<file path="config.mk">
export PLATFORM = sky130hd
export DESIGN_NAME = plrt_divider
export DESIGN_NICKNAME = d
export VERILOG_FILES = /design/src/hdl/plrt_pkg.sv /design/src/hdl/plrt_divider.sv
export SDC_FILE = /design/constraint.sdc
export NUM_CORES = 1
export LEC_CHECK = 0
export BUFFER_PORTS_ARGS = -buffer_cell sky130_fd_sc_hd__buf_2
export CORE_MARGIN = 3
export CORE_UTILIZATION = 45
export CTS_CLUSTER_DIAMETER = 30
export DETAILED_ROUTE_END_ITERATION = 10
export GPL_ROUTABILITY_DRIVEN = 0
export PLACE_DENSITY = 0.7
export SLEW_MARGIN = 25
export SYNTH_ARGS = -nofsm -noshare
export SYNTH_HDL_FRONTEND = slang
export SYNTH_SLANG_ARGS = --single-unit
</file>
<file path="constraint.sdc">
create_clock -name clk_i -period 2.9 [get_ports clk_i]
set_input_delay 0.29 -clock clk_i [delete_from_list [all_inputs] [get_ports clk_i]]
set_output_delay 0.29 -clock clk_i [all_outputs]
set_load 0.03 [all_outputs]
</file>
<file path="src/hdl/plrt_pkg.sv">
// Shared constants, widths and structs of the piecewise linear ramp table generator.
// Used by the channel interfaces, the point store, the divider and the top level.
`default_nettype none

package plrt_pkg;

  // Point store and fixed point format
  localparam int MAX_POINTS     = 256;
  localparam int GRAD_FRAC_BITS = 24;
  localparam int ENTRY_STRIDE   = 4;

  localparam int X_W      = 12;
  localparam int Y_W      = 12;
  localparam int FUNC_W   = 2;
  localparam int TS_W     = 13;
  localparam int CHAN_W   = $clog2(ENTRY_STRIDE);
  localparam int ADDR_W   = X_W + CHAN_W;
  localparam int CFG_IDX_W = 2;
  localparam int CFG_DATA_W = TS_W;

  localparam int PT_AW = $clog2(MAX_POINTS);
  localparam int PT_CW = PT_AW + 1;

  // Value: unsigned Q1.16
  localparam int VAL_FRAC_W = 16;
  localparam int VAL_W      = VAL_FRAC_W + 1;
  localparam logic [VAL_W-1:0] VAL_MAX = VAL_W'(1) << VAL_FRAC_W;

  // Divider and accumulator widths
  localparam int DIV_NUM_W = Y_W + GRAD_FRAC_BITS;
  localparam int DIV_DEN_W = X_W + Y_W;
  localparam int GRAD_W    = DIV_NUM_W + 1;
  localparam int ACC_W     = DIV_NUM_W + X_W + 2;

  // Longest pass: one entry per x step
  localparam logic [TS_W-1:0] TS_CAP = TS_W'(1) << X_W;

  // Input operation codes
  localparam logic [FUNC_W-1:0] FUNC_APPEND = 2'd0;
  localparam logic [FUNC_W-1:0] FUNC_EMIT   = 2'd1;
  localparam logic [FUNC_W-1:0] FUNC_CLEAR  = 2'd2;

  // Configuration register indexes
  localparam logic [CFG_IDX_W-1:0] CFG_MAX_X      = 2'd0;
  localparam logic [CFG_IDX_W-1:0] CFG_MAX_Y      = 2'd1;
  localparam logic [CFG_IDX_W-1:0] CFG_TABLE_SIZE = 2'd2;
  localparam logic [CFG_IDX_W-1:0] CFG_CHANNEL    = 2'd3;

  typedef struct packed {
    logic [X_W-1:0] x;
    logic [Y_W-1:0] y;
  } point_t;

  typedef struct packed {
    logic             we;
    logic [PT_AW-1:0] wr_addr;
    point_t           wr_pt;
    logic             re;
    logic [PT_CW-1:0] rd_idx;
  } mem_req_t;

  typedef struct packed {
    logic                 start;
    logic [DIV_NUM_W-1:0] num;
    logic [DIV_DEN_W-1:0] den;
  } div_req_t;

  typedef struct packed {
    logic                 busy;
    logic                 done;
    logic [DIV_NUM_W-1:0] quot;
  } div_rsp_t;

endpackage

`default_nettype wire

</file>
<file path="src/hdl/plrt_divider.sv">
// Restoring divider, one quotient bit per cycle, shared by all segment and final-entry divisions.
// Depends on plrt_pkg for the operand widths and the request/response structs.
`default_nettype none

module plrt_divider import plrt_pkg::*; (
  input  wire logic     clk_i,
  input  wire logic     rst_ni,
  input  wire div_req_t req_i,
  output div_rsp_t      rsp_o
);

  localparam int CNT_W = $clog2(DIV_NUM_W + 1);

  logic [DIV_NUM_W-1:0] quo_q, quo_d;
  logic [DIV_DEN_W-1:0] rem_q, rem_d;
  logic [DIV_DEN_W-1:0] den_q, den_d;
  logic [CNT_W-1:0]     cnt_q, cnt_d;
  logic                 busy_q, busy_d;
  logic                 done_q, done_d;

  logic [DIV_DEN_W:0] trial;
  logic [DIV_DEN_W:0] diff;
  logic               ge;

  // One shift-compare-subtract step
  always_comb begin
    trial = {rem_q, quo_q[DIV_NUM_W-1]};
    diff  = trial - {1'b0, den_q};
    ge    = (trial >= {1'b0, den_q});
  end

  always_comb begin
    quo_d  = quo_q;
    rem_d  = rem_q;
    den_d  = den_q;
    cnt_d  = cnt_q;
    busy_d = busy_q;
    done_d = 1'b0;
    if (req_i.start && !busy_q) begin
      quo_d  = req_i.num;
      rem_d  = '0;
      den_d  = req_i.den;
      cnt_d  = CNT_W'(DIV_NUM_W);
      busy_d = 1'b1;
    end else if (busy_q) begin
      quo_d = {quo_q[DIV_NUM_W-2:0], ge};
      rem_d = ge ? diff[DIV_DEN_W-1:0] : trial[DIV_DEN_W-1:0];
      cnt_d = cnt_q - CNT_W'(1);
      if (cnt_q == CNT_W'(1)) begin
        busy_d = 1'b0;
        done_d = 1'b1;
      end
    end
  end

  always_ff @(posedge clk_i or negedge rst_ni) begin
    if (!rst_ni) begin
      busy_q <= 1'b0;
      done_q <= 1'b0;
      cnt_q  <= '0;
    end else begin
      busy_q <= busy_d;
      done_q <= done_d;
      cnt_q  <= cnt_d;
    end
  end

  // Operands and partial results need no reset
  always_ff @(posedge clk_i) begin
    quo_q <= quo_d;
    rem_q <= rem_d;
    den_q <= den_d;
  end

  assign rsp_o.busy = busy_q;
  assign rsp_o.done = done_q;
  assign rsp_o.quot = quo_q;

endmodule

`default_nettype wire

</file>
==> impl_summary.log <==
[metrics] slew at the pin closest to its max-slew limit: 578 ps
[metrics] largest fanout on the critical path: 9
[metrics] area of the multi-input gates: 2230 um^2
[metrics] share of synthesized cell area in and, or, nand and nor gates: 0.152
[metrics] cell family with the largest share of critical-path delay: compound AO/OA/AOI/OAI gates
[metrics] setup total negative slack: 0 ps
[metrics] # setup viols final: 0
[metrics] area of all sequential standard cells: 2480 um^2
[metrics] nets@finish: 668
[metrics] Max-slew headroom: 0.614
[metrics] Net Sw Power: 2.99 mW
[metrics] total overflow reported by the global router: 0
[metrics] top-area cell type share of the netlist area: 0.366
[metrics] number of CTS-inserted buffers: 9
[metrics] xor-xnor portion of the synthesized cell area: 0.0374
[metrics] placeable core region: 10500 um^2
[metrics] Routed Wire Length: 10900 um
[metrics] number of hold violations in the final report: 0
[metrics] die extent in y: 111 um
[metrics] diode insertion count for antenna repair: 0
[metrics] Pwr per Cell Area: 1240 nW/um^2
[metrics] die footprint: 12200 um^2
[metrics] endpoint arrival time on the critical path: 2950 ps
[metrics] routed length on met2: 5160 um
[metrics] Worst Skew: 16.2 ps
[metrics] total of warnings raised by yosys: 0
[metrics] Bufs and invs on worst path: 2
[metrics] hold-critical path endpoint: den_q[17]
[metrics] leakage power: 2.80 nW
[metrics] Top-Level Pins: 101
[metrics] average instance area after synthesis: 10.4 um^2
[metrics] max-slew violation total from the final report: 0
[metrics] share of synthesized area spent on multiplexers: 0.0465
[metrics] Post-Synth Adder-Cell Area: 0.0702
[metrics] post-route standard cell area excluding fillers: 5820 um^2
[metrics] FILL cells: 973
[metrics] count of buffers inserted at the top-level ports: 100
[metrics] number of violations of the max-capacitance limit: 0
[metrics] share of the yosys chip area belonging to registers: 0.504
[metrics] RSZ-0062 raised after global routing: no
[metrics] Crit path required time: 3170 ps
[metrics] path type of the worst setup path: flop to flop
[metrics] most common cell type on the critical path: a21o_1
[metrics] Routed met3 length: 631 um
[metrics] CTS H-tree lvls: 3
[metrics] complex-gate fraction of the synthesized area: 0.147
[metrics] proportion of power drawn by the clock network: 0.123
[metrics] number of buffers on the longest clock path: 2
[metrics] cell chosen for the clock root: clkbuf_8
[metrics] Pre-Repair DR Iteration Count: 5
[metrics] met1 layer wirelength in the final routing: 4990 um
[metrics] cell count after synthesis: 472
[metrics] Initial Util: 0.470
[metrics] RR Startpoint: den_q[8]
[metrics] synthesis-to-layout area growth: 18.3%
[metrics] Min-Delay Path Class: primary input to flop
[metrics] count of antenna-violating nets left after detailed routing: 0
[metrics] type of element capturing the critical path: flop
[metrics] worst reg2reg path depth: 11
[metrics] Cells on Worst Hold Path: 1
[metrics] vias in the first global route: 3851
[metrics] largest net degree at the start of global routing: 39
[metrics] starting DRC count in detailed routing: 191
[metrics] number of distinct library cell variants in the gate-level netlist after synthesis: 59
[metrics] library cell occupying the most area in the post-synthesis netlist: edfxtp_1
[metrics] initial antenna violation count: 0
[metrics] sequential share of power: 0.327
[metrics] #FFs+latches synth: 92
[metrics] origin of the worst min-delay path: req_i[17]
[metrics] post-CTS setup-driven buffer insertion count: 0
[metrics] outcome: complete, no violations
[metrics] Max Clock Freq: 0.373 GHz
[metrics] Worst VDD drop: 0.530 mV
[metrics] Placement Cell Area: 5610 um^2
[metrics] number of flops mapped to enable cells by yosys: 60
[metrics] cell row count: 37
[metrics] Clk pin slew, worst setup/hold paths: 100 ps
[metrics] final worst path period need: 2680 ps
[metrics] sort of element at the start of the critical path: flop
[metrics] post-route DRC violation count: 0
[metrics] clock insertion delay at the later pin of the skew report: 370 ps
[metrics] Avg WL per Cell: 15.2 um
[metrics] total nets after synthesis: 562
[metrics] TritonCTS sink count: 92
[metrics] cell breakdown of the critical path: inv_1 > ha_1 > a21o_1 > a221o_1 > a21o_1 > nor2_2 > o2111ai_4 > nand2_4 > buf_4 > mux2_1 > a22o_1
[metrics] total track usage: 0.183
[metrics] Period Utilization, post-route: 0.924
[metrics] r2r endpoint: rem_q[2]
[metrics] setup slack, reg-to-reg: 220 ps
[metrics] vias per inst: 5.36
[metrics] largest family of logic cells by synthesized area: simple AND/OR/NAND/NOR gates
[metrics] dominant cells by area after synthesis: edfxtp_1, dfxtp_1, nand2_1, ha_1, dfrtp_1
[metrics] part of the power in combinational logic: 0.550
[metrics] TritonCTS clock tree: yes
[metrics] placed wire-length estimate: 7880 um
[metrics] Die W: 111 um
[metrics] area of the mapped netlist: 4920 um^2
[metrics] most frequent cells after synthesis: nand2_1, edfxtp_1, inv_1, ha_1, dfxtp_1
[metrics] top routing layer in use: met4
[metrics] most frequent cell after synthesis: nand2_1
[metrics] Synth Flop Type: edfxtp_1
[metrics] Slowest cell on crit path: edfxtp_1
[metrics] proportion of register bits with asynchronous set or reset after synthesis: 0.0870
[metrics] switching share of power: 0.415
[metrics] global-route wire length before repair: 18500 um
[metrics] internal portion of total power: 4.21 mW
[metrics] layout cells sized above 1: 0.256
[metrics] detailed-route via count: 3854
[metrics] CP max stage delay: 360 ps
-- cell type report --
type | count | share of cell area
Inverter | 31 | 0.0200
Clock buffer | 10 | 0.0219
Multi-Input combinational cell | 331 | 0.383
Sequential cell | 92 | 0.426
Timing Repair Buffer | 113 | 0.107
Clock inverter | 6 | 0.0118
Tap cell | 136 | 0.0292
-- stage by stage --
| stage | hold WS [ps] | utilization | instances | worst slack [ps] | total power, mW |
|---|---|---|---|---|---|
| 6_report | 83.9 | 0.557 | 719 | 221 | 7.20 |
| 5_1_grt | 63.3 | 0.557 | 719 | 10.6 | 7.74 |
| 4_1_cts | 64.9 | 0.556 | 719 | 222 | 7.23 |
| 3_3_place_gp | 138 | 0.536 | 702 | 288 | 6.19 |
| 2_1_floorplan | -5.59 | - | 472 | 233 | 5.37 |
| 3_5_place_dp | 138 | 0.536 | 702 | 215 | 6.31 |
-- registers in the layout (all words and copies together), names as in the netlist --
register	cells
den_q	24
busy_q	1
done_q	1
cnt_q	6
quo_q	36
rem_q	24
-- logic make-up after synthesis --
group / Yosys count
buf+inv: 49
simple gates: 169
compound gates: 96
fa+ha+maj: 27
flops: 92
xor+xnor: 21
mux: 18
-- power groups by stage --
| stage | clock network (mW) | registers, mW | logic (mW) |
|---|---|---|---|
| after floorplan | 0 | 2.80 | 2.57 |
| after global placement | 0 | 2.35 | 3.84 |
| after global routing | 0.962 | 2.42 | 4.36 |
| after detailed placement | 0 | 2.36 | 3.95 |
| final | 0.888 | 2.36 | 3.96 |
| after CTS | 0.911 | 2.35 | 3.97 |
-- worst register-to-register path, cell delays in order (launching register included) --
cell and delay, ps:
edfxtp_1 360, inv_1 70, ha_1 270, a21o_1 220, a221o_1 350, a21o_1 200
nor2_2 150, o2111ai_4 160, nand2_4 130, buf_4 170, mux2_1 340, a22o_1 180
-- placed cells by master, fill, tap and decap left out, drive strengths merged, types with 2 or more instances in the layout --
cell type and n:
nand2 115, nand2b 7, and3 3, nand3b 2, xnor2 12, a21boi 2
a21o 10, nor3 7, clkbuf 10, nor2b 3, a32oi 7, xor2 9
a31oi 9, ha 26, a221o 2, nor2 11, o31ai 3, a41oi 2
dfrtp 8, inv 34, nand4 3, mux2i 3, mux2 15, a22o 17
o21a 4, edfxtp 60, o2111ai 2, nand3 7, o21ai 16, a21oi 14
a211o 2, or2 3, or3 2, buf 112, dfxtp 24
-- routing by layer --
| metal | GRT usage | up-vias |
|---|---|---|
| met4 | 0.0665 | 0 |
| met2 | 0.295 | 100 |
| li1 | - | 1897 |
| met1 | 0.241 | 1844 |
| met3 | 0.0411 | 13 |
| met5 | 0 | - |
-- worst max-delay path by stage --
| stage | end | cells after the start | from |
|---|---|---|---|
| after floorplan | rem_q[16] | 11 | quo_q[35] |
| after global routing | rem_q[22] | 11 | quo_q[35] |
| after CTS | rem_q[22] | 11 | quo_q[35] |
| after global placement | rem_q[16] | 9 | den_q[7] |
| final | rem_q[2] | 11 | den_q[8] |
| after detailed placement | rem_q[3] | 11 | den_q[8] |
-- repair_timing --
item,CTS,global route
resized for setup,0,1
setup endpoints to repair,0,2
endpoints found under the hold margin,8,0
hold buffers,1,0
Power figures use the tool's default switching activity.
